File: src/hw/rtl/rcelp_fifo.sv
module rcelp_fifo #(
    parameter int unsigned WIDTH = 45
) (
    input  logic             i_clk,
    input  logic             i_rst_n,
    input  logic             i_push,
    input  logic [WIDTH-1:0] i_data,
    output logic             o_full,
    input  logic             i_pop,
    output logic             o_valid,
    output logic [WIDTH-1:0] o_data
);
    logic [WIDTH-1:0] r_mem [2];
    logic             r_wr;
    logic             r_rd;
    logic [1:0]       r_cnt;

    assign o_full  = (r_cnt == 2'd2);
    assign o_valid = (r_cnt != 2'd0);
    assign o_data  = r_mem[r_rd];

    always_ff @(posedge i_clk) begin
        if (i_push && !o_full) begin
            r_mem[r_wr] <= i_data;
        end
    end

    always_ff @(posedge i_clk) begin
        if (!i_rst_n) begin
            r_wr  <= 1'b0;
            r_rd  <= 1'b0;
            r_cnt <= 2'd0;
        end else begin
            if (i_push && !o_full) r_wr <= ~r_wr;
            if (i_pop && o_valid) r_rd <= ~r_rd;
            r_cnt <= r_cnt + 2'((i_push && !o_full) ? 1 : 0) - 2'((i_pop && o_valid) ? 1 : 0);
        end
    end
endmodule

File: config.mk
export PLATFORM = sky130hd
export DESIGN_NAME = rcelp_fifo
export DESIGN_NICKNAME = d
export VERILOG_FILES = /design/src/hw/rtl/rcelp_fifo.sv
export SDC_FILE = /design/constraint.sdc
export NUM_CORES = 1
export LEC_CHECK = 0
export ABC_CLOCK_PERIOD_IN_PS = 3730
export BUFFER_PORTS_ARGS = -buffer_cell sky130_fd_sc_hd__clkbuf_2
export CAP_MARGIN = 20
export CORE_MARGIN = 8
export CORE_UTILIZATION = 54
export CTS_BUF_LIST = sky130_fd_sc_hd__clkbuf_8
export DETAILED_ROUTE_END_ITERATION = 8
export PLACE_DENSITY = 0.81
export SLEW_MARGIN = 20
export SYNTH_ARGS = -nofsm -noshare
export SYNTH_HDL_FRONTEND = slang
export SYNTH_SLANG_ARGS = --single-unit
export TNS_END_PERCENT = 5
File: constraint.sdc
create_clock -name i_clk -period 3.73 [get_ports i_clk]
set_clock_uncertainty 0.1 [all_clocks]
set_input_delay 0.373 -clock i_clk [delete_from_list [all_inputs] [get_ports i_clk]]
set_output_delay 0.373 -clock i_clk [all_outputs]
set_load 0.1 [all_outputs]
== Yosys cells after proc, flatten, opt, wreduce, memory -nomap -nowiden ==
Memory sizes are Yosys's and may differ from the RTL's. A register that Yosys moved wholly into a read port is not among the register bits.
Index checks and enable logic that the tools add are counted.

* Word-level logic and storage cells: 19
* Register bits: 4
* Memories: 1
* Memory bits (writable): 90
* Output and inout bits: 47
* Input port bits: 49

* Bitwise logic cells: 2
* Equal/unequal tests: 1
* Add/subtract/negate cells: 2
* Reduce and logical (&&, ||, !) cells: 4
* Muxes and demuxes: 6

{| class="wikitable"
|+ Memory list
! memory !! depth !! width !! rd ports !! clocked after Yosys merged registers in !! wr ports !! RTL line !! text
|-
| r_mem || 2 || 45 || 1 || 1 || 1 || 13 || <nowiki>logic [WIDTH-1:0] r_mem [2];</nowiki>
|}

{| class="wikitable"
|+ Operator list
! operator !! count
|-
| two-way mux 1 bit || 6
|-
| adder 2 x 1 -> 2 bit || 1
|-
| == test 2 bit (second input constant) || 1
|-
| logical AND 1 bit || 2
|-
| NOT 1 bit || 2
|-
| nonzero test 2 bit || 1
|-
| subtractor 2 x 1 -> 2 bit || 1
|-
| zero test 1 bit || 1
|}

== Longest topological paths before layout ==
* Depth in word-level cells: 6
* Mapped depth: 8
* Depth with buffers taken out: 8

== Least setup slack after synthesis ==
Ideal clock, no wire load.

* Path kind: register to register
* Start point: register r_cnt[0]
* End point: memory r_mem[0][0] (enable)
* Period minus slack after synthesis: 3020 ps
* Arrival time: 2472 ps
* Cell stages (with the launch flop): 4
* Data required time: 3183 ps
* Setup time: 447 ps
* Setup slack: 710 ps
* Path buffers: 0
* Path through: dfxtp_1 -> nand2b_1 -> nand2_1 -> nor2_1

* Cells in the longest elaborated chain, start to end: 5

{| class="wikitable"
|+ RTL lines
! what !! RTL line !! text
|-
| start, declared || 16 || <nowiki>logic [1:0] r_cnt;</nowiki>
|-
| start signal, assigned || 36 || <nowiki>r_cnt <= r_cnt + 2'((i_push && !o_full) ? 1 : 0) - 2'((i_pop && o_valid) ? 1 : 0);</nowiki>
|-
| == test 2 bit || 18 || <nowiki>assign o_full = (r_cnt == 2'd2);</nowiki>
|-
| zero test 1 bit || 23 || <nowiki>if (i_push && !o_full) begin</nowiki>
|-
| logical AND 1 bit || 23 ||
|-
| two-way mux 1 bit || 23 ||
|-
| two-way mux 1 bit (implied by the code) || 24 || <nowiki>r_mem[r_wr] <= i_data;</nowiki>
|-
| end, declared || 13 ||
|}

Every way passes these cells.

==> results.json <==
{
  "worstHoldPathType": "in2reg",
  "post-cts-setup-buffers": 0,
  "viasPerCell": 4.96,
  "synthFlopType": "edfxtp_1",
  "status": "complete, no violations",
  "rsz0062_at_grt": "no",
  "finalSetupTns_ns": 0,
  "port_buffers": 95,
  "grt_usage_pct": 13.4,
  "fmax_mhz": 376,
  "worstPathArrival_ns": 2.18,
  "hold_violations": 0,
  "grtUsageMet3_pct": 5.78,
  "cts_max_level": 3,
  "cp-end-kind": "output pin",
  "hpwlAfterDp_um": 4480,
  "antenna_cells": 0,
  "cts.path.max_buffers": 2,
  "critPathKind": "reg2out",
  "cap_violations": 0,
  "yosys.cell_count.top_type": "edfxtp_1",
  "synthTopCellsByArea": "edfxtp_1 73%, mux2_4 16%, dfxtp_1 2.7%",
  "stdcell_count": 355,
  "slowest_stage": "dfxtp_2",
  "relSlewSlack_pct": 30.2,
  "area_growth_pct": 18.5,
  "drive_gt1_share_pct": 57.8,
  "reg2reg_from": "r_cnt[0]$_SDFF_PN0_",
  "min_to": "r_mem[0][34]$_DFFE_PP_",
  "cts_resized": 0,
  "critPathTopFamily": "buffers and inverters",
  "path_buf_inv": 2,
  "io_pins": 96,
  "synth_edf_count": 90,
  "postRouteWirelength_um": 6360,
  "post-route-period-util_pct": 71.2,
  "startpoint_type": "flip-flop",
  "setup-violations-final": 0,
  "yosys_register_bits": 95,
  "cts_tree": "yes",
  "path_clk_slew_ns": 0.09,
  "yosys_warnings": 0,
  "grt_overflow_total": 0,
  "required_ns": 3.26,
  "wl_per_cell_um": 17.9,
  "nets": 321,
  "ctsHoldBuffers": 0,
  "met1_usage_pct": 15.0,
  "crit_chain": "buf_4 -> mux2_4 -> clkbuf_2",
  "yosysTopAreaCellShare_pct": 73.3,
  "final_core_util_pct": 65.4,
  "synth_area_per_cell_um2": 22.2,
  "die-area_um2": 9720,
  "period_minus_slack_ns": 2.66,
  "synth_common_cells": "90 x edfxtp_1, 40 x mux2_4, 5 x dfxtp_1, 5 x mux2_2",
  "critPathMaxFanout": 20,
  "cts_buffers": 9,
  "drv_slew": 0,
  "hold_start": "i_data[34]",
  "grt_pass1_vias": 1896,
  "drtIter0Drc": 49,
  "grt-busiest-layer": "met2",
  "slowest_delay_ns": 0.72,
  "placed_cells": 339,
  "syn_nets": 217,
  "drc_errors": 0,
  "seq_area_frac_synth_pct": 76.1,
  "regToRegSetupSlack_ns": 1.58,
  "initial_core_util_pct": 55.1,
  "vias": 1760,
  "row_count": 30,
  "firstDrtPassIters": 4,
  "synthArstFlopShare_pct": 0,
  "routabilityCongestion": 0.738,
  "die_w_um": 98.6,
  "synthCells": 166,
  "insertion_delay_ns": 0.34,
  "antenna_found_initial": 0,
  "dieHeight_um": 98.6,
  "grt_pass1_wl_um": 9870,
  "core_area_um2": 6680,
  "hold_depth": 1,
  "clock_sinks": 95,
  "grt_start_max_net_pins": 46,
  "use_met2_pct": 21.2,
  "worstReg2RegEnd": "r_mem[0][14]$_DFFE_PP_",
  "synth_top_cell_by_area": "edfxtp_1",
  "syn_area_um2": 3680,
  "synth.distinct_cells": 18,
  "cts-root-buf": "clkbuf_8",
  "ant_nets": 0,
  "max_slew.worst_pin.slew_ns": 1.05,
  "reg2regPathDepth": 4
}
## per-stage QoR
step | setup WS, ns | hold WS [ns] | cell area [µm²]
2_1_floorplan | 0.710 | 0.355 | 3680
3_3_place_gp | 1.48 | 0.397 | 4200
3_5_place_dp | 1.42 | 0.413 | 4200
4_1_cts | 1.02 | 0.0872 | 4370
5_1_grt | 0.949 | 0.0820 | 4370
6_report | 1.07 | 0.108 | 4370
## layout make-up
cell class,count,area [µm²]
clock buffer,9,124
clock inverter,7,41.3
fill,480,2310
inverter,3,11.3
multi-input combinational,63,788
sequential,95,2800
tap,80,100
timing repair buffer,98,498
## worst reg2reg max path: stages, from the launching register on
cell and delay [ns]:
dfxtp_1 0.36, nand2b_1 0.15, nand2_1 0.14, nor2_4 0.65, buf_4 0.41
## cell families (layout without fill, tap and decap cells)
| kind of cell | count (synthesis) | count (layout) | share of synthesized area (%) |
|---|---|---|---|
| simple gates | 11 | 11 | 1.46 |
| mux | 46 | 46 | 18.1 |
| compound gates | 1 | 1 | 0.204 |
| fa+ha+maj | 2 | 2 | 0.679 |
| buf+inv | 8 | 117 | 2.78 |
| xor+xnor | 3 | 3 | 0.713 |
| flops | 95 | 95 | 76.1 |
## sequential cells by signal, indices dropped and copies added (netlist names), named ones only
register / flops
r_mem: 90
r_cnt: 2
r_rd: 1
r_wr: 1
## placed cells by master (no fill, tap or decap)
cell type  count
ha_1           2
clkbuf_2      95
and2_1         1
and3_2         1
buf_4          3
edfxtp_1      90
mux2_2         5
clkinv_1       3
dfxtp_2        1
clkinv_4       3
mux2i_1        1
or2_2          1
nand2_1        2
nand2b_1       2
nor2_1         3
mux2_4        40
xor2_1         1
dfxtp_1        4
nor2_4         1
clkbuf_8       9
inv_1          4
o21a_1         1
xnor2_1        2
## worst max path at each step
stage,startpoint,end,slack (ns),cells past startpoint
after floorplan,r_cnt[0]$_SDFF_PN0_,r_mem[0][0]$_DFFE_PP_,0.71,3
after global placement,flip-flop,o_data[33],1.48,3
after detailed placement,flip-flop,o_data[11],1.42,3
after CTS,flip-flop,o_data[6],1.02,3
after global routing,flip-flop,o_data[17],0.95,3
final,flip-flop,o_data[6],1.07,3
## metal layers
metal / up-vias / share of wire [%]
met1: 838 / 41
met5: - / 0
met4: 0 / 1.7
met2: 65 / 49
met3: 11 / 7.5
li1: 846 / -
Power is not shown: default switching activity piles up to over one toggle a cycle in this logic, so the estimate is an artifact.
