`src/hw/rtl/rcelp_pkg.sv`:
```
package rcelp_pkg;

    localparam int unsigned EXP_W   = 32;
    localparam int unsigned CFG_W   = 32;
    localparam int unsigned VAL_W   = 32;
    localparam int unsigned NDIG_W  = 4;
    localparam int unsigned DIGIT_W = 4;
    localparam int unsigned CHAR_W  = 8;

    localparam logic [1:0] REG_MODULUS  = 2'd0;
    localparam logic [1:0] REG_EXPONENT = 2'd1;

    localparam logic [6:0] PAIR_RADIX  = 7'd10;
    localparam logic [6:0] PAIR_LOWER  = 7'd26;
    localparam logic [6:0] PAIR_UPPER  = 7'd52;
    localparam logic [7:0] LOWER_BASE  = 8'd97;
    localparam logic [7:0] UPPER_BASE  = 8'd39;
    localparam logic [7:0] ASCII_ZERO  = 8'd48;

    // reciprocal of ten for a 32-bit dividend, shift by 35
    localparam logic [31:0] RECIP_TEN = 32'hCCCC_CCCD;

    function automatic logic [63:0] pow10(input int unsigned k);
        logic [63:0] p;
        p = 64'd1;
        for (int unsigned i = 0; i < 10; i++) begin
            if (i < k) p = p * 64'd10;
        end
        return p;
    endfunction

endpackage

```
`src/hw/rtl/rcelp_back.sv`:
```
module rcelp_back #(
    parameter int unsigned MAX_DIGITS = 10
) (
    input  logic       i_clk,
    input  logic       i_rst_n,
    input  logic       i_rec_valid,
    input  logic [MAX_DIGITS*rcelp_pkg::DIGIT_W+rcelp_pkg::NDIG_W:0] i_rec,
    output logic       o_pop,
    output logic       o_valid,
    input  logic       i_stall,
    output logic [7:0] o_cipher_char,
    output logic       o_last_out
);
    import rcelp_pkg::*;

    localparam int unsigned DW = MAX_DIGITS * DIGIT_W;

    logic                r_loaded;
    logic [NDIG_W-1:0]   r_left;
    logic                r_pend_valid;
    logic [DIGIT_W-1:0]  r_pend_digit;
    logic                r_extra_valid;
    logic [CHAR_W-1:0]   r_extra_char;
    logic                r_hold_valid;
    logic [CHAR_W-1:0]   r_hold_char;
    logic                r_out_valid;
    logic [CHAR_W-1:0]   r_out_char;
    logic                r_out_last;

    logic                w_last;
    logic [NDIG_W-1:0]   w_ndig;
    logic [DW-1:0]       w_digits;
    logic [NDIG_W-1:0]   w_idx;
    logic [DIGIT_W-1:0]  w_d;
    logic [6:0]          w_pair;
    logic                w_out_free;
    logic                w_gen;
    logic [CHAR_W-1:0]   w_char;
    logic                w_flush;
    logic                w_step;

    assign {w_last, w_ndig, w_digits} = i_rec;
    assign w_idx      = r_left - NDIG_W'(1);
    assign w_d        = w_digits[w_idx*DIGIT_W +: DIGIT_W];
    assign w_pair     = 7'(r_pend_digit) * PAIR_RADIX + 7'(w_d);
    assign w_out_free = !r_out_valid || !i_stall;

    // what the sequencer does this cycle, and the char it makes
    always_comb begin
        w_gen   = 1'b0;
        w_flush = 1'b0;
        w_char  = '0;
        if (i_rec_valid && r_loaded) begin
            if (r_extra_valid) begin
                w_gen  = 1'b1;
                w_char = r_extra_char;
            end else if (r_left != '0) begin
                if (r_pend_valid) begin
                    w_gen = 1'b1;
                    if (w_pair < PAIR_LOWER) begin
                        w_char = 8'(w_pair) + LOWER_BASE;
                    end else if (w_pair < PAIR_UPPER) begin
                        w_char = 8'(w_pair) + UPPER_BASE;
                    end else begin
                        w_char = 8'(r_pend_digit) + ASCII_ZERO;
                    end
                end
            end else if (w_last && r_pend_valid) begin
                w_gen  = 1'b1;
                w_char = 8'(r_pend_digit) + ASCII_ZERO;
            end else begin
                w_flush = 1'b1;
            end
        end
        w_step = i_rec_valid && (!((w_gen || w_flush) && r_hold_valid) || w_out_free);
    end

    assign o_pop         = w_step && w_flush;
    assign o_valid       = r_out_valid;
    assign o_cipher_char = r_out_char;
    assign o_last_out    = r_out_last;

    always_ff @(posedge i_clk) begin
        if (!i_rst_n) begin
            r_loaded      <= 1'b0;
            r_left        <= '0;
            r_pend_valid  <= 1'b0;
            r_pend_digit  <= '0;
            r_extra_valid <= 1'b0;
            r_hold_valid  <= 1'b0;
            r_out_valid   <= 1'b0;
            r_out_last    <= 1'b0;
        end else begin
            // a held char leaves once we know whether another follows
            if (w_step && (w_gen || w_flush) && r_hold_valid) begin
                r_out_valid <= 1'b1;
                r_out_char  <= r_hold_char;
                r_out_last  <= w_flush && w_last;
            end else if (r_out_valid && !i_stall) begin
                r_out_valid <= 1'b0;
            end
            if (w_step) begin
                if (!r_loaded) begin
                    r_loaded <= 1'b1;
                    r_left   <= w_ndig;
                end else if (r_extra_valid) begin
                    r_extra_valid <= 1'b0;
                end else if (r_left != '0) begin
                    r_left <= w_idx;
                    if (!r_pend_valid) begin
                        r_pend_valid <= 1'b1;
                        r_pend_digit <= w_d;
                    end else begin
                        r_pend_valid <= 1'b0;
                        r_pend_digit <= '0;
                        if (w_pair >= PAIR_UPPER) begin
                            r_extra_valid <= 1'b1;
                            r_extra_char  <= 8'(w_d) + ASCII_ZERO;
                        end
                    end
                end else if (w_gen) begin
                    r_pend_valid <= 1'b0;
                    r_pend_digit <= '0;
                end else begin
                    r_loaded <= 1'b0;
                    if (w_last) begin
                        r_pend_valid <= 1'b0;
                        r_pend_digit <= '0;
                    end
                end
                if (w_gen) begin
                    r_hold_valid <= 1'b1;
                    r_hold_char  <= w_char;
                end else if (w_flush) begin
                    r_hold_valid <= 1'b0;
                end
            end
        end
    end

    a_extra_no_pend: assert property (@(posedge i_clk) disable iff (!i_rst_n)
        r_extra_valid |-> !r_pend_valid)
        else $error("second char of a pair with a digit still open");
    a_idle_clean: assert property (@(posedge i_clk) disable iff (!i_rst_n)
        !r_loaded |-> (!r_extra_valid && !r_hold_valid))
        else $error("chars left over between requests");
    a_char_kind: assert property (@(posedge i_clk) disable iff (!i_rst_n)
        r_out_valid |-> ((r_out_char >= 8'd97 && r_out_char <= 8'd122)
                      || (r_out_char >= 8'd65 && r_out_char <= 8'd90)
                      || (r_out_char >= 8'd48 && r_out_char <= 8'd57)))
        else $error("cipher char outside letters and digits");
endmodule

```
`config.mk`:
```
export PLATFORM = sky130hd
export DESIGN_NAME = rcelp_back
export DESIGN_NICKNAME = d
export VERILOG_FILES = /design/src/hw/rtl/rcelp_pkg.sv /design/src/hw/rtl/rcelp_back.sv
export SDC_FILE = /design/constraint.sdc
export NUM_CORES = 1
export LEC_CHECK = 0
export BUFFER_PORTS_ARGS = -buffer_cell sky130_fd_sc_hd__buf_2
export CAP_MARGIN = 10
export CORE_MARGIN = 3
export CORE_UTILIZATION = 40
export CTS_CLUSTER_DIAMETER = 60
export DETAILED_ROUTE_END_ITERATION = 8
export GPL_ROUTABILITY_DRIVEN = 0
export HOLD_SLACK_MARGIN = 0.02
export PLACE_DENSITY = 0.65
export SETUP_SLACK_MARGIN = 0.02
export SLEW_MARGIN = 20
export SYNTH_ARGS = -nofsm -noshare
export SYNTH_HDL_FRONTEND = slang
export SYNTH_SLANG_ARGS = --single-unit
```
`constraint.sdc`:
```
create_clock -name i_clk -period 4.69 [get_ports i_clk]
set_input_delay 0.469 -clock i_clk [delete_from_list [all_inputs] [get_ports i_clk]]
set_output_delay 0.469 -clock i_clk [all_outputs]
set_load 0.03 [all_outputs]
```
Word level (Yosys, flattened, before mapping)
Cells that the tools add are included.
- $add $sub $neg: 6
- multiply operators: 1
- order comparisons: 3
- eq/ne operators: 2
- shifts and indexed selects: 1
- muxes and demuxes: 38
- bitwise logic cells: 1
- reductions and logical operators: 26
- operator list (operator ; number):
    two-way mux 8 bit ; 5
    indexed part select 40 x 7 -> 4 bit ; 1
    two-way mux 4 bit ; 7
    two-way mux 1 bit ; 25
    adder 4 x 6 -> 7 bit (second input constant) ; 2
    logical AND 1 bit ; 9
    adder 7 x 6 -> 8 bit (second input constant) ; 1
    adder 7 x 7 -> 8 bit (second input constant) ; 1
    adder 7 x 4 -> 7 bit ; 1
    greater-or-equal comparator 7 x 6 -> 1 bit (second input constant) ; 1
    < comparator 7 x 5 -> 1 bit (second input constant) ; 1
    < comparator 7 x 6 -> 1 bit (second input constant) ; 1
    two-way mux 7 bit ; 1
    AND reduction 7 bit ; 1
    multiplier 4 x 3 -> 6 bit (second input constant) ; 1
    AND reduction 2 bit ; 3
    AND reduction 3 bit ; 2
    AND reduction 4 bit ; 1
    nonzero test 2 bit ; 2
    nonzero test 4 bit ; 1
    subtractor 4 x 1 -> 4 bit (second input constant) ; 1
    zero test 1 bit ; 3
    logical OR 1 bit ; 3
    nonzero test 3 bit ; 1
    3 further kinds ; 3
- register bits: 38
- bits of input ports: 49

Logic depth before layout (Yosys ltp)
Gate-level depths: netlist of run 1.
- depth in word-level cells: 13
- depth in mapped cells: 20

Least setup slack after synthesis of run 1
OpenSTA, ideal clock, no wires.
- kind: register to register
- start point: register r_left[0]
- end point: register r_extra_char[0] (enable)
- setup time: 0.377 ns
- arrival time: 4.682 ns
- required time: 4.313 ns
- path slack: -0.369 ns
- cell stages (with the launch flop): 20
- clock period less this slack: 5.059 ns
- cells stage by stage: dfxtp_1 buf_2 buf_1 inv_1 ha_1 clkbuf_1 mux4_2 mux2_2 nand2_1 o31ai_1 ha_1 inv_1 fa_1 nor2b_1 a2111oi_0 a32o_1 xnor2_1 a211o_1 and2_1 nor4_1
- elaborated cells on any way between the ends: 17
- those cells by class: add/sub (2); order compare (1); shift (1); mux (6); reduce/logical (7)
- RTL lines (what ; line ; text):
    start: declaration ; rcelp_back.sv:19 ; logic [NDIG_W-1:0] r_left;
    start signal: assignment ; rcelp_back.sv:105 ; r_left <= w_ndig;
    start signal: assignment ; rcelp_back.sv:109 ; r_left <= w_idx;
    subtractor 4 x 1 -> 4 bit ; rcelp_back.sv:43 ; assign w_idx = r_left - NDIG_W'(1);
    indexed part select 40 x 7 -> 4 bit ; rcelp_back.sv:44 ; assign w_d = w_digits[w_idx*DIGIT_W +: DIGIT_W];
    net w_d[1] ; rcelp_back.sv:34 ; logic [DIGIT_W-1:0] w_d;
    adder 7 x 4 -> 7 bit ; rcelp_back.sv:45 ; assign w_pair = 7'(r_pend_digit) * PAIR_RADIX + 7'(w_d);
    greater-or-equal comparator 7 x 6 -> 1 bit ; rcelp_back.sv:116 ; if (w_pair >= PAIR_UPPER) begin
    AND reduction 7 bit (no source line) ; -- ;
    end signal: assignment ; rcelp_back.sv:118 ; r_extra_char <= 8'(w_d) + ASCII_ZERO;
    end: declaration ; rcelp_back.sv:23 ; logic [CHAR_W-1:0] r_extra_char;
The timed path passes the listed nets, and every way through them passes these cells.
A chain may end at the register's enable or synchronous reset.

Final worst setup path of run 1
- start point: register r_left[1]
- end point: register r_extra_char[3] (enable)
The elaborated chain is that of the path after synthesis.

==> impl_metrics.yaml, run 1 <==
synth:
  cell_types_occupying_the_most_area_after_synthesis: "sky130_fd_sc_hd__edfxtp_1 25%, sky130_fd_sc_hd__dfxtp_1 12%, sky130_fd_sc_hd__mux4_2 7.6%"
  yosysTopAreaCell: "sky130_fd_sc_hd__edfxtp_1"
  ys_seq_area_share_pct: 36.9
  syn-mean-instance-area_um2: 10.0
  synth.distinct_cells: 52
  count_of_flip_flops_with_a_built_in_enable_after_synthesis: 20
  synth_largest_type_area_fraction_pct: 25.2
  synth_cells: 238
  ys_warn_count: 0
  synth_nets: 298
  ys_ff_latch: 34
  ys.flop_type: "sky130_fd_sc_hd__edfxtp_1"
  synthArstFlopShare_pct: 0
  mappedNetlistArea_mm2: 0.00239
clock_tree:
  cts_sinks: 34
  cts_tree: "built"
  clkLatencyLatePin_ns: 0.28
  cts.clk_slew.worst_paths_ns: 0.07
  cts_max_path_buffers: 2
  cts_root_buf: "sky130_fd_sc_hd__clkbuf_8"
  cts-buffers-inserted: 5
  cts.htree.levels: 2
  post_cts.resized_instances: 0
  post-cts-setup-buffers: 0
  postCtsHoldBufs: 0
flow_run:
  drv_cap: 0
route:
  wire_per_inst_um: 14.2
  avgViaCountPerCell: 5.40
  first_iter_violations: 109
  detail_route.wirelength_mm: 5.32
  firstDrtPassIters: 4
  antenna_left: 0
  num_vias: 2021
  post-route-drc-count: 0
sta:
  post_route_clock_period_utilization_pct: 90.9
  tightest_slew_ns: 0.672
  min_period_ns: 4.26
  slew_violations: 0
  max_clock_freq_mhz: 234
  timing.slew.headroom_pct: 55.0
  timing.final.hold_violations: 0
  holdWs_ns: 0.417
  setup_repair_after_global_routing_missed_its_margin: "false"
  final.setup_skew_ns: 0.00507
  final-setup-viol-count: 0
  timing.setup.tns_ns: 0
worst_setup_path:
  cp_data_arrival_time_ns: 4.21
  critPathMaxFanout: 8
  worst_ep_required_time_ns: 4.64
  critPathKind: "flip-flop to flip-flop"
  critPathCaptureType: "flip-flop"
  r2r_cells: 16
  kind_of_start_point_of_the_critical_path: "flip-flop"
power_and_ir_drop:
  report.power.total_uw: 846
  vdd.ir_drop.worst_mv: 0.174
  power.density_cell_area_mw_per_mm2: 291
  p_leak_nw: 1.14
worst_hold_path:
  min-delay-path-class: "flip-flop to flip-flop"
  holdPathStages: 0
placement:
  dpl.cell_count: 366
  dpl-instance-area_mm2: 0.00279
  place_hpwl_mm: 4.33
  place.port_buffers: 59
cells_and_area:
  layout-area-overhead-vs-synth_pct: 21.7
  layout.cells.non_filler: 374
  final_area_mm2: 0.00290
  diodes: 0
  nets: 361
  drive_gt1_share_pct: 33.4
  filler_cells: 529
grt:
  number_of_global_route_vias_before_repair: 1999
  grt_max_usage_layer: "met2"
  grt_use_met2_pct: 27.6
  largest_net_degree_at_the_start_of_global_routing: 17
  grt-ovfl-total: 0
  groute.usage.overall_pct: 15.9
  grt_first_pass_wirelength_mm: 9.14
  met3_usage_pct: 2.78
  grt_util_met1_pct: 20.2
  initial_antenna_violation_count: 0
die:
  die_h_um: 83.2
  coreArea_mm2: 0.00564
  fp.dieArea_mm2: 0.00693
  die_width_um: 83.2
  initial_utilization_pct: 42.3
  pin_count: 60
  rows: 27
status:
  status: "completed"
[worst max-delay path: stages (launching register included)]
cell	delay [ns]
sky130_fd_sc_hd__dfxtp_1	0.38
sky130_fd_sc_hd__inv_1	0.08
sky130_fd_sc_hd__ha_1	0.41
sky130_fd_sc_hd__mux4_2	0.23
sky130_fd_sc_hd__mux2_2	0.14
sky130_fd_sc_hd__nand2_1	0.06
sky130_fd_sc_hd__o31ai_2	0.10
sky130_fd_sc_hd__ha_1	0.24
sky130_fd_sc_hd__inv_1	0.06
sky130_fd_sc_hd__fa_1	0.40
sky130_fd_sc_hd__nor2b_1	0.15
sky130_fd_sc_hd__a2111oi_1	0.33
sky130_fd_sc_hd__a32o_1	0.19
sky130_fd_sc_hd__xnor2_1	0.15
sky130_fd_sc_hd__a211o_1	0.36
sky130_fd_sc_hd__and2_1	0.24
sky130_fd_sc_hd__nor4_4	0.39
[path summary, 6_finish.rpt]
check / from / endpoint / slack, ns
worst max-delay path: r_left[1] / r_extra_char[3] / 0.43
worst min register to register: r_hold_char[6] / o_cipher_char[6] / 0.42
worst max register to register: r_left[1] / r_extra_char[3] / 0.43
worst min-delay path: r_hold_char[6] / o_cipher_char[6] / 0.42
[synth_stat cells, drive strengths merged (5+ instances only)]
cell    number
edfxtp      20
nor2        19
a21oi       16
dfxtp       14
nand2       13
o21ai       13
inv         11
mux2i       10
ha           9
nor2b        9
mux4         8
nand3        8
xnor2        8
nor3         7
clkbuf       6
nand2b       6
and3         5
[layout make-up]
cell class	instances	area [µm²]	area share, %
clock buffer	6	72.6	2.50
clock inverter	2	10.0	0.345
inverter	11	41.3	1.42
multi-input combinational	184	1470	50.6
sequential	34	881	30.3
tap	72	90.1	3.10
timing repair buffer	65	340	11.7
[power breakdown]
part / total, mW / leakage [nW] / internal (mW) / switching [mW]
sequential: 0.332 / 0.301 / 0.323 / 0.00959
clock: 0.204 / 0.0450 / 0.103 / 0.101
combinational: 0.310 / 0.794 / 0.143 / 0.167
total: 0.846 / 1.14 / 0.569 / 0.277
[layout by cell type (no fill, tap or decap), types with 3 or more instances in the layout]
cell type,count
sky130_fd_sc_hd__ha_1,9
sky130_fd_sc_hd__buf_4,6
sky130_fd_sc_hd__edfxtp_1,20
sky130_fd_sc_hd__mux2_2,4
sky130_fd_sc_hd__nor2_1,18
sky130_fd_sc_hd__o21ai_0,11
sky130_fd_sc_hd__dfxtp_1,14
sky130_fd_sc_hd__and3_1,5
sky130_fd_sc_hd__nand2_1,13
sky130_fd_sc_hd__mux2i_1,9
sky130_fd_sc_hd__mux4_2,8
sky130_fd_sc_hd__clkbuf_8,5
sky130_fd_sc_hd__nor3_1,5
sky130_fd_sc_hd__nand2b_1,6
sky130_fd_sc_hd__inv_1,11
sky130_fd_sc_hd__a22oi_1,4
sky130_fd_sc_hd__buf_2,59
sky130_fd_sc_hd__o31ai_2,3
sky130_fd_sc_hd__nand3_1,8
sky130_fd_sc_hd__xnor2_1,6
sky130_fd_sc_hd__a211oi_1,4
sky130_fd_sc_hd__a21oi_1,16
sky130_fd_sc_hd__nor2b_1,9
[sequential cells by signal, indices dropped and copies added (netlist names), 4 cells and up]
signal and count:
o_cipher_char 8, r_extra_char 4, r_hold_char 8, r_left 4, r_pend_digit 4
[routing by layer]
layer  wire length, µm  vias to the layer above
met1              2360                      926
met4                68                        0
met3               328                        6
li1                  -                     1022
met5                 0                        -
met2              2560                       67
[cells by family after synthesis]
| logic type | Yosys count | share of synthesized area [%] |
|---|---|---|
| AND/OR/NAND/NOR | 75 | 15.6 |
| AO/OA/AOI/OAI | 64 | 18.2 |
| flip-flops | 34 | 36.9 |
| multiplexers | 22 | 13.8 |
| buffers and inverters | 20 | 3.20 |
| adder cells (fa/ha/maj) | 11 | 6.40 |
| XOR/XNOR | 11 | 5.77 |
| other | 1 | 0.157 |
[stage by stage]
stage	util (%)	worst slack (ns)
after floorplan	-	0.108
after detailed placement	49.4	0.242
after global placement	49.4	0.364
final	51.5	0.425
after global routing	51.5	0.0592
after CTS	50.9	0.232
No activity file was read; power rests on OpenSTA's default activity.
==> run 2, diff against run 1 <==
--- a/config.mk
+++ b/config.mk
@@ -13,7 +13,6 @@
 export DETAILED_ROUTE_END_ITERATION = 8
 export GPL_ROUTABILITY_DRIVEN = 0
 export HOLD_SLACK_MARGIN = 0.02
-export PLACE_DENSITY = 0.65
 export SETUP_SLACK_MARGIN = 0.02
 export SLEW_MARGIN = 20
 export SYNTH_ARGS = -nofsm -noshare
==> constraint.sdc (replaced) <==
create_clock -name i_clk -period 4.1 [get_ports i_clk]
set_input_delay 1.025 -clock i_clk [delete_from_list [all_inputs] [get_ports i_clk]]
set_output_delay 1.025 -clock i_clk [all_outputs]
set_load 0.03 [all_outputs]
==> impl_metrics.yaml, run 2 (synthesis results as in run 1) <==
status:
  status: "completed"
route:
  avgViaCountPerCell: 5.41
  first_iter_violations: 99
  firstDrtPassIters: 4
  detail_route.wirelength_mm: 5.51
  antenna_left: 0
  num_vias: 2131
  post-route-drc-count: 0
  wire_per_inst_um: 14.0
cells_and_area:
  drive_gt1_share_pct: 41.6
  final_area_mm2: 0.00314
  diodes: 0
  filler_cells: 503
  nets: 381
  mostFrequentLayoutCell: "sky130_fd_sc_hd__buf_2"
  layout-area-overhead-vs-synth_pct: 31.8
  share_of_the_core_filled_with_cells_pct: 55.7
  mostFrequentLayoutCells: "59 x sky130_fd_sc_hd__buf_2, 26 x sky130_fd_sc_hd__buf_4, 20 x sky130_fd_sc_hd__edfxtp_1"
  layout.cells.non_filler: 394
placement:
  dpl.cell_count: 386
  dpl-instance-area_mm2: 0.00300
  place.port_buffers: 59
  place_hpwl_mm: 4.48
power_and_ir_drop:
  internal_power_uw: 707
  power_switching_share_pct: 32.3
  vdd.ir_drop.worst_mv: 0.165
  power.density_cell_area_mw_per_mm2: 332
  net-switching-power_uw: 338
  clock_power_share_pct: 24.6
  power.combinational.fraction_pct: 39.0
  p_leak_nw: 1.27
  share_seq_of_total_power_pct: 36.4
die:
  initial_utilization_pct: 42.3
  pin_count: 60
  die_width_um: 83.2
  fp.dieArea_mm2: 0.00693
  rows: 27
  coreArea_mm2: 0.00564
  die_h_um: 83.2
clock_tree:
  cts_root_buf: "sky130_fd_sc_hd__clkbuf_8"
  cts.htree.levels: 2
  cts-buffers-inserted: 5
  postCtsHoldBufs: 0
  cts.clk_slew.worst_paths_ns: 0.07
  clkLatencyLatePin_ns: 0.28
  cts_max_path_buffers: 2
  cts_tree: "built"
  cts_sinks: 34
grt:
  met3_usage_pct: 3.47
  number_of_global_route_vias_before_repair: 2124
  grt_first_pass_wirelength_mm: 9.34
  largest_net_degree_at_the_start_of_global_routing: 13
  groute.usage.overall_pct: 16.3
  grt-ovfl-total: 0
  grt_use_met2_pct: 29.3
  grt_max_usage_layer: "met2"
  grt_util_met1_pct: 19.2
  initial_antenna_violation_count: 0
worst_setup_path:
  critPathCaptureType: "flip-flop"
  critPathMaxFanout: 6
  cp_data_arrival_time_ns: 4.04
  kind_of_start_point_of_the_critical_path: "input pin"
  critPathKind: "input pin to flip-flop"
  worst_ep_required_time_ns: 4.21
sta:
  min_period_ns: 3.94
  final-setup-viol-count: 0
  post_route_clock_period_utilization_pct: 96.0
  timing.final.hold_violations: 0
  slew_violations: 0
  final.setup_skew_ns: 0.00652
  timing.slew.headroom_pct: 64.7
  max_clock_freq_mhz: 254
  setup_repair_after_global_routing_missed_its_margin: "false"
  tightest_slew_ns: 0.525
flow_run:
  drv_cap: 0
worst_hold_path:
  min-delay-path-class: "flip-flop to flip-flop"
==> run 2: worst paths after layout <==
check	from	end	slack (ns)	cells past startpoint
worst max-delay path	i_rec[2]	r_hold_char[1]	0.16	14
worst min-delay path	r_hold_char[5]	o_cipher_char[5]	0.42	0
worst max register to register	r_left[0]	r_hold_char[2]	0.31	18
worst min register to register	r_hold_char[5]	o_cipher_char[5]	0.42	0
==> run 2: power groups by stage <==
| stage | clock [mW] | combinational, mW | sequential (mW) |
|---|---|---|---|
| after floorplan | 0 | 0.279 | 0.382 |
| after global placement | 0 | 0.399 | 0.387 |
| after detailed placement | 0 | 0.401 | 0.387 |
| after CTS | 0.263 | 0.406 | 0.380 |
| after global routing | 0.285 | 0.451 | 0.381 |
| final | 0.257 | 0.407 | 0.380 |
==> run 2: per-stage QoR <==
step / setup TNS (ns) / worst slack [ns] / hold WS [ns] / power [mW]
finish: 0 / 0.164 / 0.420 / 1.04
CTS: 0 / 0.0328 / 0.420 / 1.05
detailed placement: -1.85 / -0.290 / 0.407 / 0.788
floorplan: 0 / 0.0333 / 0.400 / 0.662
global placement: -1.18 / -0.212 / 0.401 / 0.787
global route: 0 / 0.0269 / 0.428 / 1.12
==> run 2: layout make-up <==
cell class,count,area (µm²),area share [%]
repair buffers,85,490,15.6
clock inverters,2,11.3,0.358
clock buffers,6,82.6,2.63
multi-input cells,184,1540,49.1
well taps,72,90.1,2.87
inverters,11,41.3,1.31
flip-flops and latches,34,886,28.2
==> run 2: layer usage <==
layer | wire length (µm) | part of all wire [%] | vias up
met1 | 2380 | 43 | 992
met5 | 0 | 0 | -
met4 | 56 | 1.0 | 0
met3 | 320 | 5.8 | 6
li1 | - | - | 1064
met2 | 2750 | 50 | 69
==> run 2: what timing repair did <==
item / in CTS / in global routing
gates resized for setup: 3 / 11
buffers inserted: 0 / 0
pin swaps: 0 / 6
endpoints found under the setup margin: 8 / 8
==> run 2: worst max-delay path, cell delays in order <==
cell and delay, ns:
sky130_fd_sc_hd__buf_2 0.09, sky130_fd_sc_hd__mux4_2 0.45, sky130_fd_sc_hd__mux2_2 0.27, sky130_fd_sc_hd__nand2_1 0.08, sky130_fd_sc_hd__o31ai_2 0.11, sky130_fd_sc_hd__ha_1 0.30, sky130_fd_sc_hd__nand2_1 0.09, sky130_fd_sc_hd__nor3_1 0.06
sky130_fd_sc_hd__a221o_2 0.40, sky130_fd_sc_hd__xnor2_4 0.17, sky130_fd_sc_hd__o31ai_4 0.32, sky130_fd_sc_hd__mux2i_1 0.29, sky130_fd_sc_hd__nand3_1 0.12, sky130_fd_sc_hd__a311oi_2 0.27
==> run 3, diff against run 2 <==
==> constraint.sdc (replaced) <==
create_clock -name i_clk -period 4.5 [get_ports i_clk]
set_input_delay 1.125 -clock i_clk [delete_from_list [all_inputs] [get_ports i_clk]]
set_output_delay 1.125 -clock i_clk [all_outputs]
set_load 0.03 [all_outputs]
==> impl_metrics.yaml, run 3 (synthesis results as in run 1) <==
sta:
  setup_repair_after_global_routing_missed_its_margin: "false"
  final.setup_skew_ns: 0.00687
  timing.setup.tns_ns: 0
  post_route_clock_period_utilization_pct: 92.2
  slew_violations: 0
  max_clock_freq_mhz: 241
  final-setup-viol-count: 0
  timing.final.hold_violations: 0
  min_period_ns: 4.15
power_and_ir_drop:
  p_leak_nw: 1.20
  vdd.ir_drop.worst_mv: 0.137
  power.density_cell_area_mw_per_mm2: 305
worst_setup_path:
  critPathCaptureType: "flip-flop"
  worstPathCellList: "buf_2 -> mux4_2 -> mux2_2 -> nand2_1 -> o31ai_1 -> ha_1 -> nand2_1 -> nor2_1 -> a221o_2 -> xnor2_4 -> o31ai_2 -> a21bo_2 -> a311o_1 -> o22ai_1"
  cp_data_arrival_time_ns: 4.27
  timing.critical_path.mode_cell: "sky130_fd_sc_hd__nand2_1"
  critical_path_buf_inv_count: 1
  kind_of_start_point_of_the_critical_path: "input pin"
  crit-reg2reg-capture: "r_hold_char[3]"
  timing.critical_path.slowest_stage_cell: "sky130_fd_sc_hd__mux4_2"
  r2r_cells: 14
  critical_path.max_stage_delay_ns: 0.45
  critPathMaxFanout: 6
  critical_path.top_delay_family: "compound AO/OA/AOI/OAI gates"
  beginning_of_the_worst_register_to_register_path: "r_left[0]"
  worst_ep_required_time_ns: 4.62
  critPathKind: "input pin to flip-flop"
  setup_slack_on_the_worst_flop_to_flop_path_ns: 0.39
worst_hold_path:
  hold_end: "o_cipher_char[6]"
  min-delay-path-class: "flip-flop to flip-flop"
  min_from: "r_hold_char[6]"
  holdPathStages: 0
cells_and_area:
  mostFrequentLayoutCells: "59 x sky130_fd_sc_hd__buf_2, 20 x sky130_fd_sc_hd__edfxtp_1, 19 x sky130_fd_sc_hd__nor2_1, 19 x sky130_fd_sc_hd__buf_4, 16 x sky130_fd_sc_hd__a21oi_1"
  diodes: 0
  drive_gt1_share_pct: 34.9
  mostFrequentLayoutCell: "sky130_fd_sc_hd__buf_2"
  layout-area-overhead-vs-synth_pct: 25.3
  layout.cells.non_filler: 387
  nets: 374
die:
  die_h_um: 83.2
  fp.dieArea_mm2: 0.00693
  pin_count: 60
  rows: 27
  coreArea_mm2: 0.00564
  die_width_um: 83.2
  initial_utilization_pct: 42.3
route:
  num_vias: 2084
  wire_per_inst_um: 13.9
  detail_route.wirelength_mm: 5.40
  first_iter_violations: 68
  post-route-drc-count: 0
  antenna_left: 0
  firstDrtPassIters: 4
  avgViaCountPerCell: 5.39
clock_tree:
  cts_root_buf: "sky130_fd_sc_hd__clkbuf_8"
  post-cts-setup-buffers: 0
  clkLatencyLatePin_ns: 0.28
  postCtsHoldBufs: 0
  cts.clk_slew.worst_paths_ns: 0.06
  cts_sinks: 34
  cts-buffers-inserted: 5
  cts.htree.levels: 2
  cts_max_path_buffers: 2
  cts_tree: "built"
grt:
  initial_antenna_violation_count: 0
  grt_first_pass_wirelength_mm: 9.21
  groute.usage.overall_pct: 16.0
  grt-ovfl-total: 0
  number_of_global_route_vias_before_repair: 2067
  largest_net_degree_at_the_start_of_global_routing: 13
status:
  status: "completed"
placement:
  place.port_buffers: 59
  dpl.cell_count: 379
  place_hpwl_mm: 4.47
flow_run:
  drv_cap: 0
[run 3: changes by cell type in the layout (fill, tap and decap cells not counted), moves of 2 or more]
cell	before	now
sky130_fd_sc_hd__a2111oi_2	2	0
sky130_fd_sc_hd__a21oi_1	14	16
sky130_fd_sc_hd__a21oi_2	2	0
sky130_fd_sc_hd__buf_4	26	19
sky130_fd_sc_hd__dfxtp_1	12	14
sky130_fd_sc_hd__o31ai_1	1	3
[run 3: layout make-up]
class | count | area, µm²
Multi-Input combinational cell | 184 | 1450
Timing Repair Buffer | 78 | 438
Tap cell | 72 | 90.1
Inverter | 11 | 41.3
Clock inverter | 1 | 5.00
Fill cell | 531 | 2650
Sequential cell | 34 | 881
Clock buffer | 7 | 86.3
[run 3: layer usage]
layer  part of all wire (%)  up-vias  wire length [µm]  global-route usage (%)
met5                      0        -                 0                       0
met4                    1.7        0                92                    5.20
met3                    5.9        9               320                    3.08
met2                     50       69              2720                    28.9
met1                     42      952              2270                    18.9
li1                       -     1054                 -                       -
[run 3: what timing repair did]
item / in CTS / in global routing
endpoints found under the hold margin: 0 / 0
setup endpoints to repair: 0 / 6
gates resized for setup: 0 / 2
[run 3: stage by stage]
step                power, mW  area (µm²)  worst slack (ns)  utilization (%)  hold slack [ns]
detailed placement      0.692        2890            0.0378             51.3            0.405
finish                  0.912        2990             0.350             53.0            0.418
global placement        0.690        2890            0.0326             51.3            0.402
global route            0.972        2990            0.0741             53.0            0.424
floorplan               0.582        2410            0.0592                -            0.400
CTS                     0.919        2990             0.327             52.9            0.420
[run 3: how the worst max path moves through the flow]
stage / to / slack [ns] / cells after the start / start
floorplan: r_extra_char[0] / 0.06 / 19 / r_left[0]
global placement: r_hold_char[3] / 0.03 / 14 / i_rec[30]
detailed placement: r_hold_char[3] / 0.04 / 14 / i_rec[18]
CTS: r_hold_char[3] / 0.33 / 14 / i_rec[18]
global route: r_extra_char[2] / 0.07 / 16 / r_left[0]
finish: r_hold_char[3] / 0.35 / 14 / i_rec[18]
[run 3: where the power goes]
| group | leakage [nW] | switching [mW] | internal (mW) |
|---|---|---|---|
| logic | 0.850 | 0.172 | 0.166 |
| clock network | 0.0482 | 0.103 | 0.123 |
| registers | 0.301 | 0.0107 | 0.337 |
